`src/rtl/core/tlbs_pkg.sv`:
```
// package: types, constants and codes shared by the table search block
`timescale 1ns / 1ps

package tlbs_pkg;

    localparam int TBL_DEPTH  = 16;
    localparam int TBL_IDX_W  = $clog2(TBL_DEPTH);
    localparam int TBL_BND_W  = TBL_IDX_W + 1;
    localparam int DATA_W     = 32;
    localparam int OP_W       = 2;
    localparam int EIDX_W     = 4;

    typedef enum logic [OP_W-1:0] {
        OP_WRITE  = 2'd0,
        OP_LINEAR = 2'd1,
        OP_BINARY = 2'd2
    } t_op;

    typedef enum logic [1:0] {
        S_IDLE,
        S_LINEAR,
        S_BINARY
    } t_state;

    typedef struct packed {
        logic                 valid;
        logic                 hit;
        logic [TBL_IDX_W-1:0] pos;
        logic [DATA_W-1:0]    key;
    } t_token;

    typedef struct packed {
        logic                 en;
        logic [TBL_IDX_W-1:0] idx;
        logic [DATA_W-1:0]    data;
    } t_wr;

    typedef logic [TBL_DEPTH-1:0][DATA_W-1:0] t_entries;

endpackage

```
`src/rtl/core/tlbs_cell.sv`:
```
// one table cell: holds an entry and compares it against the passing search word
`timescale 1ns / 1ps

module tlbs_cell (
    input  logic                          i_clk,
    input  logic                          i_rst_n,
    input  logic [tlbs_pkg::TBL_IDX_W-1:0] i_cell_idx,
    input  tlbs_pkg::t_wr                 i_wr,
    input  tlbs_pkg::t_token              i_tok,
    output tlbs_pkg::t_token              o_tok,
    output logic [tlbs_pkg::DATA_W-1:0]   o_entry
);
    import tlbs_pkg::*;

    logic [DATA_W-1:0] r_entry;
    t_token            r_tok;
    t_token            n_tok;

    always_ff @(posedge i_clk) begin
        if (i_wr.en && (i_wr.idx == i_cell_idx)) begin
            r_entry <= i_wr.data;
        end
    end

    always_comb begin
        n_tok = i_tok;
        if (i_tok.valid && !i_tok.hit && (r_entry == i_tok.key)) begin
            n_tok.hit = 1'b1;
            n_tok.pos = i_cell_idx;
        end
    end

    always_ff @(posedge i_clk) begin
        if (!i_rst_n) begin
            r_tok.valid <= 1'b0;
        end else begin
            r_tok.valid <= n_tok.valid;
        end
        r_tok.hit <= n_tok.hit;
        r_tok.pos <= n_tok.pos;
        r_tok.key <= n_tok.key;
    end

    assign o_tok   = r_tok;
    assign o_entry = r_entry;

endmodule

```
`src/rtl/core/tlbs_ctrl.sv`:
```
// controller: command decode, binary search bounds and result register
`timescale 1ns / 1ps

module tlbs_ctrl (
    input  logic                           i_clk,
    input  logic                           i_rst_n,
    input  logic                           start,
    input  logic [tlbs_pkg::OP_W-1:0]      i_operation,
    input  logic [tlbs_pkg::EIDX_W-1:0]    i_entry_index,
    input  logic [tlbs_pkg::DATA_W-1:0]    i_value,
    input  tlbs_pkg::t_entries             i_entries,
    input  tlbs_pkg::t_token               i_tail,
    output tlbs_pkg::t_token               o_head,
    output tlbs_pkg::t_wr                  o_wr,
    output logic                           busy,
    output logic                           o_valid,
    output logic                           o_found,
    output logic [tlbs_pkg::TBL_IDX_W-1:0] o_position
);
    import tlbs_pkg::*;

    t_state                 r_state, n_state;
    logic [TBL_BND_W-1:0]   r_lo, n_lo;
    logic [TBL_BND_W-1:0]   r_hi, n_hi;
    logic [DATA_W-1:0]      r_key, n_key;
    logic                   r_valid, n_valid;
    logic                   r_found, n_found;
    logic [TBL_IDX_W-1:0]   r_pos, n_pos;

    logic                   accept;
    logic [TBL_BND_W:0]     mid_sum;
    logic [TBL_IDX_W-1:0]   mid;
    logic [DATA_W-1:0]      probe;
    logic                   bin_done;
    logic                   bin_hit;

    assign accept  = start && (r_state == S_IDLE);
    assign mid_sum = (TBL_BND_W+1)'(r_lo) + (TBL_BND_W+1)'(r_hi) - (TBL_BND_W+1)'(2);
    assign mid     = mid_sum[TBL_IDX_W:1];
    assign probe   = i_entries[mid];
    assign bin_done = r_lo > r_hi;
    assign bin_hit  = !bin_done && (probe == r_key);

    // next state
    always_comb begin
        n_state = r_state;
        unique case (r_state)
            S_IDLE: begin
                if (accept && (t_op'(i_operation) == OP_LINEAR)) begin
                    n_state = S_LINEAR;
                end else if (accept && (t_op'(i_operation) == OP_BINARY)) begin
                    n_state = S_BINARY;
                end
            end
            S_LINEAR: begin
                if (i_tail.valid) begin
                    n_state = S_IDLE;
                end
            end
            S_BINARY: begin
                if (bin_done || bin_hit) begin
                    n_state = S_IDLE;
                end
            end
            default: n_state = S_IDLE;
        endcase
    end

    // outputs and datapath
    always_comb begin
        n_lo         = r_lo;
        n_hi         = r_hi;
        n_key        = r_key;
        n_valid      = 1'b0;
        n_found      = r_found;
        n_pos        = r_pos;
        o_head       = '0;
        o_head.key   = i_value;
        o_wr.en      = 1'b0;
        o_wr.idx     = TBL_IDX_W'(i_entry_index);
        o_wr.data    = i_value;
        unique case (r_state)
            S_IDLE: begin
                o_head.valid = accept && (t_op'(i_operation) == OP_LINEAR);
                o_wr.en      = accept && (t_op'(i_operation) == OP_WRITE)
                               && (32'(i_entry_index) < TBL_DEPTH);
                n_lo         = TBL_BND_W'(1);
                n_hi         = TBL_BND_W'(TBL_DEPTH);
                n_key        = i_value;
            end
            S_LINEAR: begin
                if (i_tail.valid) begin
                    n_valid = 1'b1;
                    n_found = i_tail.hit;
                    n_pos   = i_tail.hit ? i_tail.pos : '0;
                end
            end
            S_BINARY: begin
                if (bin_done) begin
                    n_valid = 1'b1;
                    n_found = 1'b0;
                    n_pos   = '0;
                end else if (bin_hit) begin
                    n_valid = 1'b1;
                    n_found = 1'b1;
                    n_pos   = mid;
                end else if ($signed(probe) < $signed(r_key)) begin
                    n_lo = TBL_BND_W'(mid) + TBL_BND_W'(2);
                end else begin
                    n_hi = TBL_BND_W'(mid);
                end
            end
            default: n_valid = 1'b0;
        endcase
    end

    always_ff @(posedge i_clk) begin
        if (!i_rst_n) begin
            r_state <= S_IDLE;
            r_valid <= 1'b0;
        end else begin
            r_state <= n_state;
            r_valid <= n_valid;
        end
        r_lo    <= n_lo;
        r_hi    <= n_hi;
        r_key   <= n_key;
        r_found <= n_found;
        r_pos   <= n_pos;
    end

    assign busy       = (r_state != S_IDLE);
    assign o_valid    = r_valid;
    assign o_found    = r_found;
    assign o_position = r_pos;

endmodule

```
`src/rtl/core/table_linear_binary_search.sv`:
```
// top level: searchable table built as a row of compare cells plus controller
//
// channel   direction  handshake          fields
// command   in         start, busy        i_operation, i_entry_index, i_value
// result    out        o_valid (strobe)   o_found, o_position
//
// a word is taken when start is high and busy is low; writes finish in that cycle
// linear search: the key walks the cell row one cell per cycle and passes every cell
// register before the result register; binary search: one probe per cycle plus an
// empty-range check on a miss, then the result register
// busy is high until the result strobe; o_valid is high for one cycle and cannot
// be stalled; synchronous active-low reset
`timescale 1ns / 1ps

module table_linear_binary_search (
    input  logic                           i_clk,
    input  logic                           i_rst_n,
    input  logic                           start,
    input  logic [tlbs_pkg::OP_W-1:0]      i_operation,
    input  logic [tlbs_pkg::EIDX_W-1:0]    i_entry_index,
    input  logic [tlbs_pkg::DATA_W-1:0]    i_value,
    output logic                           busy,
    output logic                           o_valid,
    output logic                           o_found,
    output logic [tlbs_pkg::TBL_IDX_W-1:0] o_position
);
    import tlbs_pkg::*;

    t_token   chain [TBL_DEPTH+1];
    t_entries entries;
    t_wr      wr;

    tlbs_ctrl u_ctrl (
        .i_clk         (i_clk),
        .i_rst_n       (i_rst_n),
        .start         (start),
        .i_operation   (i_operation),
        .i_entry_index (i_entry_index),
        .i_value       (i_value),
        .i_entries     (entries),
        .i_tail        (chain[TBL_DEPTH]),
        .o_head        (chain[0]),
        .o_wr          (wr),
        .busy          (busy),
        .o_valid       (o_valid),
        .o_found       (o_found),
        .o_position    (o_position)
    );

    for (genvar g = 0; g < TBL_DEPTH; g++) begin : g_cell
        tlbs_cell u_cell (
            .i_clk      (i_clk),
            .i_rst_n    (i_rst_n),
            .i_cell_idx (TBL_IDX_W'(g)),
            .i_wr       (wr),
            .i_tok      (chain[g]),
            .o_tok      (chain[g+1]),
            .o_entry    (entries[g])
        );
    end

endmodule
```
`config.mk`:
```
export PLATFORM = sky130hd
export DESIGN_NAME = table_linear_binary_search
export DESIGN_NICKNAME = d
export VERILOG_FILES = /design/src/rtl/core/tlbs_pkg.sv /design/src/rtl/core/tlbs_cell.sv /design/src/rtl/core/tlbs_ctrl.sv /design/src/rtl/core/table_linear_binary_search.sv
export SDC_FILE = /design/constraint.sdc
export NUM_CORES = 1
export LEC_CHECK = 0
export BUFFER_PORTS_ARGS = -buffer_cell sky130_fd_sc_hd__buf_4
export CORE_ASPECT_RATIO = 1.4
export CORE_MARGIN = 10
export CORE_UTILIZATION = 45
export DETAILED_ROUTE_END_ITERATION = 10
export PLACE_DENSITY = 0.69
export SETUP_SLACK_MARGIN = 0.5
export SLEW_MARGIN = 25
export SYNTH_ARGS = -nofsm -noshare
export SYNTH_HDL_FRONTEND = slang
export SYNTH_SLANG_ARGS = --single-unit
```
`constraint.sdc`:
```
create_clock -name i_clk -period 6.7 [get_ports i_clk]
set_clock_uncertainty 0.1 [all_clocks]
set_input_delay 0.67 -clock i_clk [delete_from_list [all_inputs] [get_ports i_clk]]
set_output_delay 0.67 -clock i_clk [all_outputs]
set_load 0.005 [all_outputs]
```
==> impl_metrics.py, run 1 <==
metrics = {
    "power_and_ir_drop": {
        "ir_drop_uv": 605,
        "power_w": 0.0239,
        "power_density_nw_per_um2": 524,
        "leakage_nw": 16.0,
    },
    "yosys": {
        "synth_seq_area_share_pct": 70.4,
        "synth-edff-count": 559,
        "yosys_most_used_dff": "dfxtp_1",
        "ys_ff_latch": 1123,
        "yosys_warnings": 0,
        "synthDistinctLibCells": 56,
        "synth-async-reset-ratio_pct": 0,
        "syn_area_um2": 39900,
        "syn_nets": 2541,
        "avgSynthCellArea_um2": 16.3,
        "synthCells": 2452,
    },
    "finish": {
        "final.fill_count": 7251,
        "drive_gt1_share_pct": 15.2,
        "regArea_um2": 28100,
        "areaGrowthSynthToFinish_pct": 14.5,
        "fin_nets": 2682,
        "multi_input_area_um2": 11500,
        "final_cells": 3862,
        "utilization_pct": 51.8,
    },
    "cts": {
        "post_cts_resize_count": 0,
        "cts_buffers": 101,
        "cts_setup_buffers": 0,
        "clk_latency_ns": 0.69,
        "tritoncts": "done",
        "clk_path_buf_depth": 3,
        "clock-sinks": 1123,
        "cts-root-buf": "clkbuf_16",
        "cts.reportedPaths.clkPinSlew_ns": 0.07,
        "h-tree-depth": 3,
        "hold_buffers": 0,
    },
    "grt": {
        "antenna_found_initial": 1,
        "gr-total-overflow": 0,
        "grt_pass1_vias": 22100,
        "track_usage_pct": 22.1,
        "grt_max_degree": 68,
        "grt_pass1_wl_mm": 158,
    },
    "status": {
        "status": "finished clean",
    },
    "detailed_routing": {
        "drc": 0,
        "initialDrtViolationCount": 1931,
        "ant_nets": 0,
        "routed_wl_mm": 112,
        "wl_per_cell_um": 29.1,
        "vias_per_cell": 5.40,
        "vias": 20900,
        "first_pass_iters": 6,
    },
    "worst_setup_path": {
        "crit_arrival_ns": 5.98,
        "cpMostUsedCell": "ha_1",
        "critical_path_required_ns": 6.92,
        "worst_setup_path_end_kind": "flip-flop",
        "cp_slowest_cell": "or4_4",
        "crit_path_max_fanout": 29,
        "worstPathCellList": "inv_1, ha_1, xor2_1, ha_4, buf_12, buf_4, mux4_2, nor2b_1, a211oi_1, a21oi_1, ha_1, nand4_1, or4_4, o31a_1, a22o_4, nor2_1",
        "crit_path_max_incr_delay_ns": 0.60,
        "cp_top_family": "simple AND/OR/NAND/NOR gates",
        "worst-setup-path-type": "reg2reg",
        "worst-path-buf-inv": 3,
        "crit_path_start_kind": "flip-flop",
    },
    "floorplan": {
        "die-area_um2": 101000,
        "floorplan.initialDensity_pct": 45.2,
        "die_w_um": 272,
        "io_pins": 48,
        "placementRows": 129,
        "coreArea_um2": 88100,
        "die_h_um": 372,
    },
    "sta": {
        "period_minus_slack_ns": 5.76,
        "drv_slew": 0,
        "timing.hold.ws_ns": 0.150,
        "fin_tns_setup_ns": 0,
        "rsz0062_at_grt": "false",
        "timing.final.crit_share_pct": 86.0,
        "tightest_slew_ns": 1.14,
        "setup_viol": 0,
        "hold_violations": 0,
        "slew_headroom_pct": 23.3,
        "max_freq_ghz": 0.174,
    },
    "placed_design": {
        "portBuffers": 47,
        "dpl.hpwl_mm": 86.4,
        "dpl.cell_count": 3667,
        "gp_congestion": 0.992,
    },
    "run": {
        "drv_cap": 0,
    },
    "hold_path": {
        "hold_class": "in2reg",
    },
}
path summary, 6_finish.rpt:
kind | startpoint | endpoint | slack [ns] | cells past startpoint
worst max-delay path | u_ctrl.r_hi[2]$_SDFFCE_PN0P_ | u_ctrl.o_position[2]$_DFFE_PP_ | 0.94 | 16
worst min-delay path | i_value[19] | g_cell[0].u_cell.o_tok[19]$_DFF_P_ | 0.15 | 1
worst max register to register | u_ctrl.r_hi[2]$_SDFFCE_PN0P_ | u_ctrl.o_position[2]$_DFFE_PP_ | 0.94 | 16
worst min register to register | g_cell[0].u_cell.o_tok[5]$_DFF_P_ | g_cell[1].u_cell.o_tok[5]$_DFF_P_ | 0.25 | 0
kinds of logic (layout without fill, tap and decap cells):
group	after synthesis	in the layout	share of synthesized area (%)
flip-flops	1123	1123	70.4
XOR/XNOR	505	505	11.1
AND/OR/NAND/NOR	371	371	5.57
multiplexers	162	162	8.09
AO/OA/AOI/OAI	123	123	2.06
buffers and inverters	119	349	1.20
adder cells (fa/ha/maj)	49	49	1.53
other	0	1	0
report_power, final:
group | internal [W] | leakage (nW) | switching [W]
Combinational | 0.00448 | 4.44 | 0.00581
Clock | 0.00351 | 1.73 | 0.00253
Sequential | 0.00745 | 9.81 | 0.000131
through the flow:
step	cell area [um^2]	setup slack [ns]
3_3_place_gp	42000	0.548
3_5_place_dp	42100	0.747
6_report	45600	0.939
5_1_grt	45600	0.754
4_1_cts	45600	0.719
2_1_floorplan	39900	1.82
registers in the layout, summed over array words and instances, names as in the netlist:
signal                 cells
g_cell.u_cell.o_entry    512
g_cell.u_cell.o_tok      561
u_ctrl.o_found             1
u_ctrl.o_position          4
u_ctrl.o_valid             1
u_ctrl.r_hi                5
u_ctrl.r_key              32
u_ctrl.r_lo                5
u_ctrl.r_state             2
layout make-up:
| cell class | count | share of cell area [%] |
|---|---|---|
| clock buffer | 147 | 6.50 |
| clock inverter | 45 | 1.15 |
| sequential | 1123 | 61.5 |
| timing repair buffer | 86 | 1.85 |
| tap | 1179 | 3.23 |
| antenna | 1 | 0.00548 |
| multi-input combinational | 1210 | 25.1 |
| inverter | 71 | 0.584 |
synthesized netlist by cell type, drive strengths merged (3+ instances only):
library cell  count  area share [%]
o21ai             5           0.063
buf              25            0.31
clkbuf           23            0.22
xnor2           377             8.3
nor2             22            0.21
o22ai             5           0.078
ha               48             1.5
o31ai             3           0.057
nor3             18            0.23
and4              4           0.091
nand4            99             1.6
nand3            23            0.29
nor2b            37            0.58
nor4             41            0.64
a21oi            52            0.65
inv              71            0.67
edfxtp          559              42
nand2b           49            0.77
nand2            20            0.19
dfxtp           564              28
mux4            128             7.2
nor4b            12            0.26
a211oi           32            0.60
xor2            128             2.8
and2             38            0.60
a32o              3           0.075
mux2i            32            0.80
cell usage in the layout, fill, tap and decap left out, types with 3 or more instances in the layout:
master,n
a211oi_1,32
a21oi_1,52
a32o_1,3
and2_1,38
and4_1,3
buf_12,11
buf_16,3
buf_4,72
bufinv_16,11
clkbuf_1,26
clkbuf_16,107
clkbuf_8,14
clkinv_1,4
clkinv_2,23
dfxtp_1,564
edfxtp_1,559
ha_1,45
inv_1,71
inv_6,3
mux2i_1,32
mux4_2,128
nand2_1,20
nand2b_1,49
nand3_1,23
nand4_1,99
nor2_1,10
nor2_4,12
nor2b_1,37
nor3_1,14
nor3_2,4
nor4_1,40
nor4b_1,12
o21ai_0,5
o22ai_1,4
o31ai_1,3
xnor2_1,375
xor2_1,128
per-layer routing:
metal  part of all wire, %  GRT usage, %  vias to the layer above
li1                      -             -                     9287
met1                    33          22.3                    10500
met2                    51          39.3                      824
met3                   4.4          2.42                      289
met4                    11          21.6                        0
met5                     0             0                        -
Power figures use the tool's default switching activity.
==> inputs of run 2 (changes only) <==
- BUFFER_PORTS_ARGS: -buffer_cell sky130_fd_sc_hd__buf_4 -> default
- DONT_BUFFER_PORTS: default -> 1
- HOLD_SLACK_MARGIN: default -> 0.15
- RECOVER_POWER: default -> 25
==> run 2 against run 1 <==
Sequential power is essentially flat. Utilization shrank 0.19 points. Largest cell class unchanged. First-iteration DRC count shrank 7.6%. Final area shrank 0.36%. Clock power shrank 2%.
==> impl_metrics.py, run 2 (synthesis results as in run 1) <==
metrics = {
    "grt": {
        "antenna_found_initial": 6,
        "track_usage_pct": 22.5,
        "grt_pass1_vias": 22300,
        "gr-total-overflow": 0,
        "grt_pass1_wl_mm": 161,
        "grt_max_degree": 62,
    },
    "sta": {
        "setup_viol": 0,
        "max_freq_ghz": 0.163,
        "slew_headroom_pct": 20.8,
        "tightest_slew_ns": 1.18,
        "drv_slew": 0,
        "timing.final.crit_share_pct": 91.6,
        "hold_violations": 0,
        "rsz0062_at_grt": "false",
        "fin_tns_setup_ns": 0,
        "period_minus_slack_ns": 6.14,
        "fin_ws_ns": 0.560,
    },
    "floorplan": {
        "floorplan.initialDensity_pct": 45.2,
        "die_h_um": 372,
        "io_pins": 48,
        "placementRows": 129,
        "die_w_um": 272,
        "coreArea_um2": 88100,
        "die-area_um2": 101000,
    },
    "worst_setup_path": {
        "worst-path-buf-inv": 2,
        "cp_slowest_cell": "o21ai_0",
        "cp-startpoint": "u_ctrl.r_hi[2]$_SDFFCE_PN0P_",
        "cp.depth": 16,
        "crit_arrival_ns": 6.35,
        "cp_top_family": "compound AO/OA/AOI/OAI gates",
        "r2r_start": "u_ctrl.r_hi[2]$_SDFFCE_PN0P_",
        "crit_path_max_incr_delay_ns": 0.80,
        "critPathCapture": "u_ctrl.r_hi[2]$_SDFFCE_PN0P_",
        "worst-setup-path-type": "reg2reg",
        "worst_setup_path_end_kind": "flip-flop",
        "worstPathCellList": "inv_1, ha_1, xor2_1, ha_4, buf_12, mux4_2, nor2b_1, a211oi_1, a21oi_1, ha_1, a21oi_1, o21ai_0, a211oi_1, o311ai_0, nor2b_1, o32ai_2",
        "reg2reg_depth": 16,
        "crit_path_start_kind": "flip-flop",
        "reg2reg_slack_ns": 0.56,
        "crit_path_max_fanout": 40,
        "r2r-end": "u_ctrl.r_hi[2]$_SDFFCE_PN0P_",
        "critical_path_required_ns": 6.91,
    },
    "finish": {
        "layout_commonest_cell": "dfxtp_1",
        "final_cells": 3838,
        "multi_input_area_um2": 11500,
        "utilization_pct": 51.6,
        "fin_nets": 2657,
        "final_cell_mix": "dfxtp_1 (564), edfxtp_1 (559), xnor2_1 (375), mux4_2 (128), xor2_1 (128)",
        "largest_register_ffs": 561,
        "regArea_um2": 28100,
        "areaGrowthSynthToFinish_pct": 14.1,
        "drive_gt1_share_pct": 13.3,
        "final.fill_count": 7204,
    },
    "cts": {
        "clock-sinks": 1123,
        "clk_path_buf_depth": 3,
        "cts_buffers": 101,
        "cts.reportedPaths.clkPinSlew_ns": 0.06,
        "cts-root-buf": "clkbuf_16",
        "tritoncts": "done",
        "h-tree-depth": 3,
        "clk_latency_ns": 0.69,
    },
    "placed_design": {
        "dp_slack_ns": 0.343,
        "gp_congestion": 0.940,
        "dpl.cell_count": 3606,
        "dpl.hpwl_mm": 85.4,
        "portBuffers": 0,
    },
    "detailed_routing": {
        "ant_nets": 0,
        "drc": 0,
        "wl_per_cell_um": 29.9,
        "initialDrtViolationCount": 1784,
        "first_pass_iters": 5,
        "routed_wl_mm": 115,
        "vias": 20900,
        "vias_per_cell": 5.45,
    },
    "status": {
        "status": "finished clean",
    },
    "hold_path": {
        "hold_class": "in2reg",
        "min_from": "i_value[22]",
    },
    "power_and_ir_drop": {
        "ir_drop_uv": 600,
        "power_switching_share_pct": 37.0,
        "pwr-share-seq_pct": 31.5,
        "combinationalPowerShare_pct": 43.9,
        "leakage_nw": 15.8,
        "internal-power_w": 0.0152,
        "clock_power_share_pct": 24.6,
        "p_sw_w": 0.00890,
        "power_density_nw_per_um2": 530,
    },
    "run": {
        "drv_cap": 0,
    },
}
run 2: stage by stage:
step	hold WS [ns]	power, W	area [um^2]
after global placement	0.240	0.0179	41500
after floorplan	0.231	0.0144	39900
after CTS	0.172	0.0239	45400
after detailed placement	0.235	0.0179	41600
final	0.192	0.0241	45500
after global routing	0.200	0.0249	45500
run 2: layer usage:
metal | global-route usage (%) | up-vias | share of wire (%)
met2 | 39.5 | 839 | 51
li1 | - | 9229 | -
met1 | 23.7 | 10600 | 34
met3 | 3.21 | 290 | 5.5
met4 | 19.4 | 2 | 9.7
met5 | 0 | - | 0.0087
run 2: power groups by stage:
stage	combinational, W	sequential [W]	clock, W
detailed placement	0.0102	0.00774	0
floorplan	0.00666	0.00770	0
global route	0.0111	0.00761	0.00626
finish	0.0106	0.00759	0.00593
global placement	0.0102	0.00773	0
CTS	0.0104	0.00759	0.00598
run 2: worst min-delay path by stage:
stage	endpoint	cells after the start	slack, ns
global placement	g_cell[1].u_cell.o_tok[2]$_DFF_P_	0	0.24
detailed placement	g_cell[1].u_cell.o_tok[2]$_DFF_P_	0	0.23
CTS	g_cell[0].u_cell.o_tok[36]$_DFF_P_	3	0.17
global route	g_cell[0].u_cell.o_tok[36]$_DFF_P_	3	0.20
floorplan	g_cell[12].u_cell.o_tok[13]$_DFF_P_	0	0.23
finish	g_cell[0].u_cell.o_tok[36]$_DFF_P_	3	0.19
run 2: final cells by class:
class	instances	area share [%]
timing repair buffer	61	1.63
clock buffer	128	6.05
inverter	71	0.586
multi-input combinational	1210	25.2
tap	1179	3.24
antenna	3	0.0165
sequential	1123	61.8
clock inverter	63	1.49
run 2: what timing repair did:
item                                    CTS  global route
hold buffers                             36             0
endpoints found under the setup margin   10            15
buffers inserted                          0             1
resized for setup                         2             2
endpoints found under the hold margin   596             0
pin swaps                                 0             1
run 2: worst register-to-register path: cells and delay by family (launching register included):
kind	cells	cell delay [ns]
AOI/OAI and AO/OA	7	2.57
and+or+nand+nor	2	0.29
xor gates and xnor gates	1	0.22
DFF	1	0.37
muxes	1	0.61
adders and majority gates	3	1.15
buffers and inverters	2	0.47
